==> config.mk <==
export PLATFORM = sky130hd
export DESIGN_NAME = frame_rate_meter_limiter
export DESIGN_NICKNAME = d
export VERILOG_FILES = /design/src/rtl/frml_pkg.sv /design/src/rtl/frml_front.sv /design/src/rtl/frml_queue.sv /design/src/rtl/frml_div.sv /design/src/rtl/frml_back.sv /design/src/rtl/frame_rate_meter_limiter.sv
export SDC_FILE = /design/constraint.sdc
export NUM_CORES = 2
export LEC_CHECK = 0
export BUFFER_PORTS_ARGS = -buffer_cell sky130_fd_sc_hd__buf_2
export CORE_ASPECT_RATIO = 1.25
export CORE_UTILIZATION = 60
export CTS_CLUSTER_SIZE = 10
export DETAILED_ROUTE_END_ITERATION = 6
export GPL_TIMING_DRIVEN = 0
export PLACE_DENSITY = 0.78
export RECOVER_POWER = 100
export SYNTH_ARGS = -nofsm -noshare
export SYNTH_HDL_FRONTEND = slang
export SYNTH_HIERARCHICAL = 1
export SYNTH_SLANG_ARGS = --single-unit
==> constraint.sdc <==
create_clock -name clk -period 20.2 [get_ports clk]
set_input_delay 2.02 -clock clk [delete_from_list [all_inputs] [get_ports clk]]
set_output_delay 2.02 -clock clk [all_outputs]
set_load 0.02 [all_outputs]
==> src/rtl/frml_pkg.sv <==
// Shared types, constants and back-end state codes for the frame rate meter and limiter.
package frml_pkg;

  localparam int TS_W         = 32;
  localparam int FPS_W        = 10;
  localparam int RATE_W       = 23;
  localparam int DELAY_W      = 10;
  localparam int WINDOW_DEF   = 20;
  localparam int MS_PER_S     = 1000;
  localparam int RATE_SCALE   = 256000;  // 1000 ms/s in Q.8

  localparam logic [FPS_W-1:0]  FPS_RESET    = FPS_W'(60);
  localparam logic [RATE_W-1:0] RATE_DEFAULT = RATE_W'(15360);  // 60.0 in Q.8
  localparam logic [RATE_W-1:0] RATE_MAX     = {RATE_W{1'b1}};

  typedef struct packed {
    logic [TS_W-1:0] start_ms;
    logic [TS_W-1:0] now_ms;
  } in_t;

  typedef struct packed {
    logic [RATE_W-1:0]  rate_q8;
    logic [DELAY_W-1:0] delay_ms;
    logic [TS_W-1:0]    interval_ms;
  } out_t;

  // Word handed from the front to the back through the queue.
  typedef struct packed {
    logic [TS_W-1:0] interval;
    logic [TS_W-1:0] elapsed;
  } job_t;

  // Queue status/control seen by the back end.
  typedef struct packed {
    logic empty;
    logic pop;
  } qctl_t;

  typedef enum logic [3:0] {
    B_IDLE,
    B_SUB,
    B_ADD,
    B_RATE_GO,
    B_RATE_WAIT,
    B_BUD_GO,
    B_BUD_WAIT,
    B_OUT
  } back_state_t;

endpackage

==> src/rtl/frml_front.sv <==
// Front end: takes input words, measures interval and elapsed time, pushes jobs.
module frml_front (
  input  logic          clk,
  input  logic          rst,
  input  logic          in_valid,
  output logic          in_stall,
  input  frml_pkg::in_t in_data,
  input  logic          q_full,
  output logic          push,
  output frml_pkg::job_t job
);
  import frml_pkg::*;

  logic [TS_W-1:0] last_end_ms;
  logic            seen_first;

  assign in_stall = q_full;
  assign push     = in_valid && !q_full;

  always_comb begin
    job.interval = seen_first ? (in_data.now_ms - last_end_ms) : '0;
    job.elapsed  = in_data.now_ms - in_data.start_ms;
  end

  always_ff @(posedge clk) begin
    if (rst) begin
      seen_first  <= 1'b0;
      last_end_ms <= '0;
    end else if (push) begin
      seen_first  <= 1'b1;
      last_end_ms <= in_data.now_ms;
    end
  end

endmodule

==> src/rtl/frml_queue.sv <==
// Two-entry job queue between front and back.
module frml_queue (
  input  logic           clk,
  input  logic           rst,
  input  logic           push,
  input  frml_pkg::job_t push_data,
  output logic           full,
  input  frml_pkg::qctl_t ctl_in,
  output logic           empty,
  output frml_pkg::job_t pop_data
);
  import frml_pkg::*;

  job_t       slots [2];
  logic       wr_ptr;
  logic       rd_ptr;
  logic [1:0] count;
  logic       pop;

  assign pop      = ctl_in.pop && !ctl_in.empty && (count != 2'd0);
  assign full     = (count == 2'd2);
  assign empty    = (count == 2'd0);
  assign pop_data = slots[rd_ptr];

  always_ff @(posedge clk) begin
    if (rst) begin
      wr_ptr <= 1'b0;
      rd_ptr <= 1'b0;
      count  <= 2'd0;
    end else begin
      if (push) wr_ptr <= ~wr_ptr;
      if (pop) rd_ptr <= ~rd_ptr;
      case ({push, pop})
        2'b10:   count <= count + 2'd1;
        2'b01:   count <= count - 2'd1;
        default: count <= count;
      endcase
    end
  end

  always_ff @(posedge clk) begin
    if (push) slots[wr_ptr] <= push_data;
  end

endmodule

==> src/rtl/frml_div.sv <==
// Radix-2 restoring divider, one quotient bit per cycle.
module frml_div #(
  parameter int NUM_W = 24,
  parameter int DEN_W = 37
) (
  input  logic             clk,
  input  logic             rst,
  input  logic             start,
  input  logic [NUM_W-1:0] num,
  input  logic [DEN_W-1:0] den,
  output logic             done,
  output logic [NUM_W-1:0] quo
);
  localparam int CNT_W = $clog2(NUM_W + 1);

  logic [DEN_W-1:0] rem;
  logic [DEN_W-1:0] den_r;
  logic [CNT_W-1:0] cnt;
  logic             busy;
  logic [DEN_W:0]   shifted;
  logic             ge;
  logic [DEN_W-1:0] rem_next;
  logic [NUM_W-1:0] quo_next;

  always_comb begin
    shifted  = {rem, quo[NUM_W-1]};
    ge       = shifted >= {1'b0, den_r};
    rem_next = ge ? DEN_W'(shifted - {1'b0, den_r}) : shifted[DEN_W-1:0];
    quo_next = {quo[NUM_W-2:0], ge};
  end

  always_ff @(posedge clk) begin
    if (rst) begin
      busy <= 1'b0;
      done <= 1'b0;
      cnt  <= '0;
    end else begin
      done <= 1'b0;
      if (start) begin
        busy <= 1'b1;
        cnt  <= CNT_W'(NUM_W);
      end else if (busy) begin
        cnt <= cnt - CNT_W'(1);
        if (cnt == CNT_W'(1)) begin
          busy <= 1'b0;
          done <= 1'b1;
        end
      end
    end
  end

  always_ff @(posedge clk) begin
    if (start) begin
      rem   <= '0;
      quo   <= num;
      den_r <= den;
    end else if (busy) begin
      rem <= rem_next;
      quo <= quo_next;
    end
  end

endmodule

==> src/rtl/frml_back.sv <==
// Back end: interval ring, running sum, rate and budget divisions, result register.
module frml_back #(
  parameter int WINDOW = frml_pkg::WINDOW_DEF
) (
  input  logic                       clk,
  input  logic                       rst,
  input  logic                       cfg_valid,
  output logic                       cfg_ready,
  input  logic [frml_pkg::FPS_W-1:0] cfg_data,
  input  logic                       q_empty,
  input  frml_pkg::job_t             q_data,
  output frml_pkg::qctl_t            q_ctl,
  output logic                       out_valid,
  input  logic                       out_stall,
  output frml_pkg::out_t             out_data
);
  import frml_pkg::*;

  localparam int SLOT_W = (WINDOW > 1) ? $clog2(WINDOW) : 1;
  localparam int CNT_W  = $clog2(WINDOW + 1);
  localparam int SUM_W  = TS_W + CNT_W;
  localparam int NUM_W  = $clog2(RATE_SCALE * WINDOW + 1);
  localparam int QW     = (NUM_W > RATE_W) ? NUM_W : RATE_W;

  back_state_t state, state_next;

  logic [TS_W-1:0]    ring [WINDOW];
  logic [TS_W-1:0]    old;
  logic [TS_W-1:0]    intv;
  logic [TS_W-1:0]    elapsed;
  logic [SLOT_W-1:0]  slot;
  logic [CNT_W-1:0]   filled;
  logic [SUM_W-1:0]   sum;
  logic [RATE_W-1:0]  rate;
  logic [DELAY_W-1:0] budget;
  logic [FPS_W-1:0]   fps_limit;
  logic [FPS_W-1:0]   fps_eff;

  logic               pop;
  logic               full_ring;
  logic               div_start;
  logic               div_done;
  logic [NUM_W-1:0]   div_num;
  logic [SUM_W-1:0]   div_den;
  logic [NUM_W-1:0]   div_quo;
  logic               out_free;
  logic               load_out;
  logic [DELAY_W-1:0] delay;

  assign cfg_ready = 1'b1;
  assign full_ring = (filled == CNT_W'(WINDOW));
  assign fps_eff   = (fps_limit == '0) ? FPS_W'(1) : fps_limit;
  assign out_free  = !out_valid || !out_stall;
  assign q_ctl     = '{empty: q_empty, pop: pop};

  frml_div #(
    .NUM_W(NUM_W),
    .DEN_W(SUM_W)
  ) u_div (
    .clk  (clk),
    .rst  (rst),
    .start(div_start),
    .num  (div_num),
    .den  (div_den),
    .done (div_done),
    .quo  (div_quo)
  );

  // Next state
  always_comb begin
    state_next = state;
    case (state)
      B_IDLE:      if (!q_empty) state_next = B_SUB;
      B_SUB:       state_next = B_ADD;
      B_ADD:       state_next = B_RATE_GO;
      B_RATE_GO:   state_next = (sum == '0) ? B_BUD_GO : B_RATE_WAIT;
      B_RATE_WAIT: if (div_done) state_next = B_BUD_GO;
      B_BUD_GO:    state_next = B_BUD_WAIT;
      B_BUD_WAIT:  if (div_done) state_next = B_OUT;
      B_OUT:       if (out_free) state_next = B_IDLE;
      default:     state_next = B_IDLE;
    endcase
  end

  // Outputs of the sequencer
  always_comb begin
    pop       = 1'b0;
    div_start = 1'b0;
    load_out  = 1'b0;
    div_num   = NUM_W'(RATE_SCALE * int'(filled));
    div_den   = sum;
    case (state)
      B_IDLE:    pop = !q_empty;
      B_RATE_GO: div_start = (sum != '0);
      B_BUD_GO: begin
        div_start = 1'b1;
        div_num   = NUM_W'(MS_PER_S);
        div_den   = SUM_W'(fps_eff);
      end
      B_OUT:     load_out = out_free;
      default:   pop = 1'b0;
    endcase
  end

  assign delay = ({{(TS_W-DELAY_W){1'b0}}, budget} > elapsed) ?
                 (budget - elapsed[DELAY_W-1:0]) : '0;

  always_ff @(posedge clk) begin
    if (rst) begin
      state     <= B_IDLE;
      slot      <= '0;
      filled    <= '0;
      sum       <= '0;
      fps_limit <= FPS_RESET;
      out_valid <= 1'b0;
    end else begin
      state <= state_next;
      if (cfg_valid) fps_limit <= cfg_data;
      if (state == B_SUB && full_ring) sum <= sum - SUM_W'(old);
      if (state == B_ADD) begin
        sum <= sum + SUM_W'(intv);
        if (!full_ring) filled <= filled + CNT_W'(1);
        slot <= (slot == SLOT_W'(WINDOW - 1)) ? '0 : slot + SLOT_W'(1);
      end
      if (load_out) out_valid <= 1'b1;
      else if (!out_stall) out_valid <= 1'b0;
    end
  end

  always_ff @(posedge clk) begin
    if (pop) begin
      intv    <= q_data.interval;
      elapsed <= q_data.elapsed;
    end
    if (state == B_RATE_GO && sum == '0) rate <= RATE_DEFAULT;
    if (state == B_RATE_WAIT && div_done) begin
      rate <= (QW'(div_quo) > QW'(RATE_MAX)) ? RATE_MAX : RATE_W'(div_quo);
    end
    if (state == B_BUD_WAIT && div_done) budget <= DELAY_W'(div_quo);
    if (load_out) begin
      out_data.rate_q8     <= rate;
      out_data.delay_ms    <= delay;
      out_data.interval_ms <= intv;
    end
  end

  // Interval ring
  always_ff @(posedge clk) begin
    if (pop) old <= ring[slot];
    if (state == B_ADD) ring[slot] <= intv;
  end

endmodule

==> src/rtl/frame_rate_meter_limiter.sv <==
// Top level of the frame rate meter and limiter.
//
// Each input word marks the end of a frame and carries the frame's start and
// end millisecond timestamps. For every word the block returns one output word:
// the interval since the previous frame end (0 for the first word), the
// average frame rate over the last WINDOW intervals as 1000*count/sum in
// unsigned Q.8 (60.0 when the sum is zero, saturated at the field's maximum),
// and the limiter delay, floor(1000/fps_limit) minus the frame's elapsed time,
// or 0 when that is not positive. A fps_limit of 0 is treated as 1.
// The front passes each accepted word into a two-entry queue; the back handles
// one word at a time, and its time per word is set by the single radix-2
// divider, which runs once for the rate (skipped when the window sum is zero)
// and once for the frame budget. The result register lets the back start the
// next word while a result is stalled.
// fps_limit is written through the cfg channel (always ready); write it only
// while no word is in flight. No clearing pass is needed after reset.
module frame_rate_meter_limiter #(
  parameter int WINDOW = frml_pkg::WINDOW_DEF
) (
  input  logic                       clk,
  input  logic                       rst,
  input  logic                       cfg_valid,
  output logic                       cfg_ready,
  input  logic [frml_pkg::FPS_W-1:0] cfg_data,
  input  logic                       in_valid,
  output logic                       in_stall,
  input  frml_pkg::in_t              in_data,
  output logic                       out_valid,
  input  logic                       out_stall,
  output frml_pkg::out_t             out_data
);
  import frml_pkg::*;

  logic  push;
  job_t  push_job;
  logic  q_full;
  logic  q_empty;
  job_t  q_data;
  qctl_t q_ctl;

  // Front: interval and elapsed time from the timestamps
  frml_front u_front (
    .clk     (clk),
    .rst     (rst),
    .in_valid(in_valid),
    .in_stall(in_stall),
    .in_data (in_data),
    .q_full  (q_full),
    .push    (push),
    .job     (push_job)
  );

  // Queue decouples the two halves
  frml_queue u_queue (
    .clk      (clk),
    .rst      (rst),
    .push     (push),
    .push_data(push_job),
    .full     (q_full),
    .ctl_in   (q_ctl),
    .empty    (q_empty),
    .pop_data (q_data)
  );

  // Back: ring, running sum, divisions, result register
  frml_back #(
    .WINDOW(WINDOW)
  ) u_back (
    .clk      (clk),
    .rst      (rst),
    .cfg_valid(cfg_valid),
    .cfg_ready(cfg_ready),
    .cfg_data (cfg_data),
    .q_empty  (q_empty),
    .q_data   (q_data),
    .q_ctl    (q_ctl),
    .out_valid(out_valid),
    .out_stall(out_stall),
    .out_data (out_data)
  );

endmodule
Word level (Yosys, flattened, before mapping)
Memory sizes are Yosys's and may differ from the RTL's. A register that Yosys moved wholly into a read port is not among the register bits.
Index checks and enable logic that the tools add are counted.
{"block": "op_classes", "mul": 1, "n_mux": 35, "eq_ne": 18, "n_bitwise": 4, "n_reduce_logical": 26, "order_cmp": 3, "add_sub_neg": 11}
{"op": "2-to-1 mux 23 bit", "n": 6}
{"op": "2-to-1 mux 37 bit", "n": 3}
{"op": "subtractor 32 bit", "n": 2}
{"op": "greater-or-equal comparator 38 x 37 -> 1 bit", "n": 1}
{"op": "adder 37 x 32 -> 37 bit", "n": 1}
{"op": "zero test 37 bit", "n": 1}
{"op": "nonzero test 37 bit", "n": 1}
{"op": "subtractor 37 x 32 -> 37 bit", "n": 1}
{"op": "subtractor 37 bit", "n": 1}
{"op": "> comparator 10 x 32 -> 1 bit", "n": 1}
{"op": "2-to-1 mux 32 bit", "n": 1}
{"op": "one-hot mux 4 bit (8 select lines)", "n": 1}
{"op": "> comparator 23 bit (second input constant)", "n": 1}
{"op": "2-to-1 mux 10 bit", "n": 2}
{"op": "equality test 4 x 3 -> 1 bit (second input constant)", "n": 4}
{"op": "2-to-1 mux 4 bit", "n": 4}
{"op": "2-to-1 mux 5 bit", "n": 3}
{"op": "2-to-1 mux 1 bit", "n": 13}
{"op": "multiplier 7 x 5 -> 12 bit (first input constant)", "n": 1}
{"op": "adder 5 x 1 -> 5 bit (second input constant)", "n": 2}
{"op": "equality test 5 bit (second input constant)", "n": 2}
{"op": "zero test 10 bit", "n": 1}
{"op": "nonzero test 2 bit", "n": 5}
{"op": "subtractor 10 bit", "n": 1}
{"op": "other kinds (22)", "n": 39}
{"block": "word_totals", "word_cells": 124, "in_bits": 79, "register_bits": 301, "ramBits": 768, "memories": 2, "output_inout_bits": 68}
{"memory": "u_back.ring", "words": 20, "width": 32, "rd": 1, "rd_ports_with_merged_regs": 1, "wr": 1, "line_no": "frml_back.sv:27", "text": "logic [TS_W-1:0] ring [WINDOW];"}
{"memory": "u_queue.slots", "words": 2, "width": 64, "rd": 1, "rd_ports_with_merged_regs": 1, "wr": 1, "line_no": "frml_queue.sv:14", "text": "job_t slots [2];"}

Longest topological paths before layout
{"block": "depth", "ltp_word": 7, "depth_mapped": 19}

Modules after synthesis
The synthesis kept the hierarchy.
{"mod": "frml_back", "cells_per_inst": 2182, "instances": 1, "area_per_inst_um2": 37260.7, "seq_area_each_um2": 26265.2}
{"mod": "frml_div", "cells_per_inst": 645, "instances": 1, "area_per_inst_um2": 6152.2, "seq_area_each_um2": 2682.6}
{"mod": "frml_queue", "cells_per_inst": 224, "instances": 1, "area_per_inst_um2": 4834.6, "seq_area_each_um2": 3943.8}
{"mod": "frml_front", "cells_per_inst": 693, "instances": 1, "area_per_inst_um2": 4812.1, "seq_area_each_um2": 660.6}

Worst setup path before layout
No wires, ideal clock.
{"block": "synth_path", "kind": "flip-flop to flip-flop", "start": "reg u_back.state[2]", "end": "reg u_queue.count[1]", "path_stages_with_launch": 10, "setup_time_ps": 70, "arrival_ps": 11618, "period_less_slack_ps": 11688, "path_slack_ps": 8512, "cell_sequence": "dfxtp_1 > clkbuf_1 > clkbuf_1 > nor4_1 > buf_4 > nand2b_1 > nor2_1 > ha_1 > or3_1 > a21oi_1"}
{"block": "synth_between", "elab_chain_cells": 6}
{"element": "from (decl)", "line_no": "frml_back.sv:25", "text": "back_state_t state, state_next;"}
{"element": "from (signal assigned)", "line_no": "frml_back.sv:117", "text": "state <= state_next;"}
{"element": "zero test 4 bit (*)", "line_no": "frml_back.sv:92", "text": "case (state)"}
{"element": "2-to-1 mux 1 bit (*)", "line_no": "frml_back.sv:92"}
{"element": "named net u_back.pop", "line_no": "frml_back.sv:39", "text": "logic pop;"}
{"element": "logical AND 1 bit (*) (2 in series)", "line_no": "frml_queue.sv:20", "text": "assign pop = ctl_in.pop && !ctl_in.empty && (count != 2'd0);"}
{"element": "named net u_queue.pop", "line_no": "frml_queue.sv:18", "text": "logic pop;"}
{"element": "equality test 2 x 1 -> 1 bit / equality test 2 bit (equally long branches)", "line_no": "frml_queue.sv:33", "text": "case ({push, pop})"}
{"element": "one-hot mux 2 bit (2 select lines) / nonzero test 2 bit (equally long branches)"}
{"element": "to (signal assigned)", "line_no": "frml_queue.sv:34", "text": "2'b10: count <= count + 2'd1;"}
{"element": "to (signal assigned)", "line_no": "frml_queue.sv:35", "text": "2'b01: count <= count - 2'd1;"}
{"element": "to (signal assigned)", "line_no": "frml_queue.sv:36", "text": "default: count <= count;"}
{"element": "to (decl)", "line_no": "frml_queue.sv:17", "text": "logic [1:0] count;"}
The timed path passes the listed nets; every way through them passes the cells marked *.
A chain may end at the register's enable or synchronous reset.

Worst setup path after layout
{"block": "layout_path", "start": "in in_valid", "end": "mem u_queue/slots[1][19] (netlist name) (enable)"}
{"block": "layout_between", "elab_chain_cells": 3}
{"element": "from (decl)", "line_no": "frame_rate_meter_limiter.sv:25", "text": "input logic in_valid,"}
{"element": "logical AND 1 bit", "line_no": "frml_front.sv:18", "text": "assign push = in_valid && !q_full;"}
{"element": "named net push", "line_no": "frame_rate_meter_limiter.sv:34", "text": "logic push;"}
{"element": "2-to-1 mux 1 bit", "line_no": "frml_queue.sv:42", "text": "if (push) slots[wr_ptr] <= push_data;"}
{"element": "2-to-1 mux 1 bit (not written as such)", "line_no": "frml_queue.sv:42"}
{"element": "to (decl)", "line_no": "frml_queue.sv:14"}
The timed path passes the listed nets, and every way through them passes these cells.

==> flow_summary.ini <==
[die]
starting_density_of_the_core = 0.6074
core_area_um2 = 87360
die_area_um2 = 89630
die_h_um = 334.5
ios = 147
rows = 121
die_x_um = 268.0

[setup_path]
cells_along_the_critical_path = clkbuf_1 > nand2b_1 > clkbuf_1 > clkinv_1 > clkbuf_1 > and2_0
regToRegEndpoint = u_back/ring[12][20]
r2r_cells = 9
path_delay_family = simple AND/OR/NAND/NOR gates
critical_path.endpoint_type = flip-flop
critical_path_cell_with_the_highest_stage_delay = sky130_fd_sc_hd__and2_0
critical_path.max_stage_delay_ps = 3250
cp-startpoint = in_valid
worst-endpoint-required_ps = 20420
critPathKind = in2reg
setup.worst_path.end = u_queue/slots[1][19]
worst-path-max-fanout = 64
r2r_start = u_back/slot[0]
critical_path.most_common_cell = sky130_fd_sc_hd__clkbuf_1
worst_ep_arrival_time_ps = 6380
r2r_setup_slack_ps = 14070
worstSetupStartpointType = primary input
worstPathBufferInverterCount = 4
crit_cells = 6

[drt]
topRoutingLayerUsed = met5
detailedRoute.firstPassIterationCount = 6
routedWlPerCell_um = 25.45
antenna_violating_nets_post_route = 0
wl_met2_mm = 66.80
met3RoutedLength_mm = 10.32
drcViolationCount = 0
drt-vias-per-instance = 6.341
count_of_vias_placed_by_the_detailed_router = 33762
drt_first_iter_violations = 3520
route.final.wire_length_mm = 135.5
m1WireLength_mm = 51.18

[clock_network]
cts_hold_repair.buffers = 0
cts_tree = built
postCtsSetupBuffers = 0
clk_latency_ps = 740
root_buffer = sky130_fd_sc_hd__clkbuf_16
cts_made_buffers = 136
post_cts_repair_resize_count = 0
ctsLongestPathBuffers = 3
register_clock_pin_slew_on_the_reported_worst_setup_and_hold_paths_ps = 50
cts_sinks = 1165
cts-htree-levels = 4

[global_route]
grt_first_pass_wirelength_mm = 202.6
grt_antenna_before_repair = 3
grt_pass1_vias = 33725
track_usage = 0.3052
grt_start_max_net_pins = 65
gr-total-overflow = 0

[logic_synthesis]
synthCells = 3744
synth_cell_types = 94
mappedNetlistArea_um2 = 53060
synth_seq_area_share = 0.6323
synth_area_per_cell_um2 = 14.17
warnings_from_yosys = 6
yosys_most_used_dff = sky130_fd_sc_hd__edfxtp_1
postSynthRegisterBits = 1165
async_flop_share = 0
synth-edff-count = 1022

[place]
place_congestion = 0.9535
io_buffer_count = 144
final_hpwl_from_detailed_placement_mm = 90.86

[timing]
fmax_mhz = 162.4
timing.final.max_slew_violations = 409
layout_min_cycle_time_ps = 6158
timing_worst_slew_pin_value_ps = 4426
finalClockSkew_ps = 33.71
fin_hold_viols = 0
timing.setup.tns_ps = 0
setup-violations-final = 0
grt_setup_unrepaired = no
min_period_over_period = 0.3049
relSlewSlack = -1.952

[power_and_ir_drop]
leakagePower_nw = 20.52
peakVddDrop_v = 0.00008468
power.clock.fraction = 0.308
part_of_the_power_in_combinational_logic = 0.238
internal_power_mw = 4.936
power_density_over_the_cells_nw_per_um2 = 120.7
power.switching_mw = 2.211
sequentialPowerShare = 0.454
netSwitchingFraction = 0.3094

[final_layout]
flow.area_growth_from_synthesis_pct = 11.63
fillCellCount = 6046
post-route-util = 0.6780
commonest_non_fill_non_tap_cells_in_the_layout = sky130_fd_sc_hd__edfxtp_1, sky130_fd_sc_hd__clkbuf_1, sky130_fd_sc_hd__nand2_1, sky130_fd_sc_hd__a21oi_1, sky130_fd_sc_hd__ha_1
post_route_cells_drive_above_1_share = 0.1331
final_nets = 4363
layout.cells.most_common = sky130_fd_sc_hd__edfxtp_1
area.sequential_um2 = 33550
multi_input_comb_area_um2 = 18080

[status]
status = finished, violations left
violations = max-capacitance violations, max-slew violations

[flow_run]
count_of_maximum_capacitance_violations = 15

[min_path]
hold_path.class = reg2reg
cells in the mapped netlist, types with 30 or more instances:
master,instances,area share
sky130_fd_sc_hd__edfxtp_1,1022,0.58
sky130_fd_sc_hd__xnor2_1,98,0.016
sky130_fd_sc_hd__nand2_1,267,0.019
sky130_fd_sc_hd__a21oi_1,215,0.020
sky130_fd_sc_hd__and2_1,53,0.0062
sky130_fd_sc_hd__xor2_1,63,0.010
sky130_fd_sc_hd__a211oi_1,34,0.0048
sky130_fd_sc_hd__o21ai_0,138,0.013
sky130_fd_sc_hd__a21o_1,62,0.0088
sky130_fd_sc_hd__nand3_1,49,0.0046
sky130_fd_sc_hd__buf_1,31,0.0022
sky130_fd_sc_hd__mux4_2,160,0.068
sky130_fd_sc_hd__nor3_1,82,0.0077
sky130_fd_sc_hd__ha_1,180,0.042
sky130_fd_sc_hd__a31oi_1,30,0.0035
sky130_fd_sc_hd__dfxtp_1,143,0.054
sky130_fd_sc_hd__clkbuf_1,111,0.0079
sky130_fd_sc_hd__inv_1,178,0.013
sky130_fd_sc_hd__nor2b_1,65,0.0077
sky130_fd_sc_hd__mux2i_1,51,0.0096
sky130_fd_sc_hd__mux2_2,122,0.026
sky130_fd_sc_hd__nor2_1,179,0.013
metal layers:
metal | vias to the layer above | track usage
met5 | - | 0
met4 | 4 | 0.1493
met3 | 404 | 0.05265
met2 | 1734 | 0.5129
met1 | 16705 | 0.3830
li1 | 14915 | -
metrics by stage:
step / hold WS, ps / cells / instance area [um^2] / setup WS, ps / power [mW]
floorplan: 400.3 / 3748 / 53070 / 8512 / 4.423
global placement: 402.5 / 5060 / 55260 / 3203 / 4.932
detailed placement: 406.6 / 5119 / 56160 / 14800 / 4.962
CTS: 411.4 / 5322 / 60070 / 14750 / 7.169
global route: 417.3 / 5322 / 59220 / 13630 / 7.427
finish: 415.3 / 5324 / 59230 / 14040 / 7.147
state kept, by name, summed over array words and instances (netlist names), 2 cells and up, named ones only:
signal,flops
u_back/out_data,65
u_back/u_div/rem,37
u_back/intv,32
u_back/ring,640
u_back/elapsed,32
u_back/slot,5
u_back/budget,10
u_back/rate,23
u_queue/slots,128
u_front/last_end_ms,32
u_back/u_div/quo,23
u_back/old,32
u_back/filled,5
u_back/fps_limit,10
u_back/sum,37
u_back/u_div/den_r,37
u_back/u_div/cnt,5
u_back/state,3
u_queue/count,2
layout make-up:
class,instances,share of cell area
clock inverter,16,0.004119
inverter,179,0.01134
multi-input combinational,2236,0.3053
sequential,1165,0.5665
antenna,2,0.00008450
buffer,168,0.01194
tap,1168,0.02467
clock buffer,187,0.06175
timing repair buffer,203,0.01436
cells by family (layout without fill, tap and decap cells):
group                    Yosys count  count (layout)  synth area share
flip-flops                      1165            1165            0.6323
XOR/XNOR                         161             161           0.02658
adder cells (fa/ha/maj)          195             195           0.04811
AND/OR/NAND/NOR                  856             856           0.07956
buffers and inverters            347             753           0.02651
AO/OA/AOI/OAI                    684             684           0.08312
other                              2               8         0.0001415
multiplexers                     334             334            0.1036
worst min-delay path by stage:
| stage | end | depth (start not counted) | startpoint | slack (ps) |
|---|---|---|---|---|
| finish | u_back/out_data[55] | 0 | u_back/rate[13] | 420 |
| global route | u_back/out_data[61] | 0 | u_back/rate[19] | 420 |
| CTS | u_back/out_data[55] | 0 | u_back/rate[13] | 410 |
| detailed placement | u_back/out_data[55] | 0 | u_back/rate[13] | 410 |
| global placement | u_back/out_data[47] | 0 | u_back/rate[5] | 400 |
| floorplan | u_back/out_data[42] | 0 | u_back/rate[0] | 400 |
worst register-to-register path: cells and delay by family, from the launching register on:
family,cells,cell delay (ps)
buffers and inverters,6,3200
AND/OR/NAND/NOR,2,1940
flip-flops,1,350
adder cells (fa/ha/maj),1,230
power by group through the flow:
stage / Combinational [mW] / Clock (mW) / Sequential (mW)
finish: 1.70 / 2.20 / 3.24
CTS: 1.71 / 2.23 / 3.23
detailed placement: 1.69 / 0 / 3.27
floorplan: 1.26 / 0 / 3.16
global route: 1.85 / 2.31 / 3.26
global placement: 1.64 / 0 / 3.29
(Power assumes the default switching activity.)
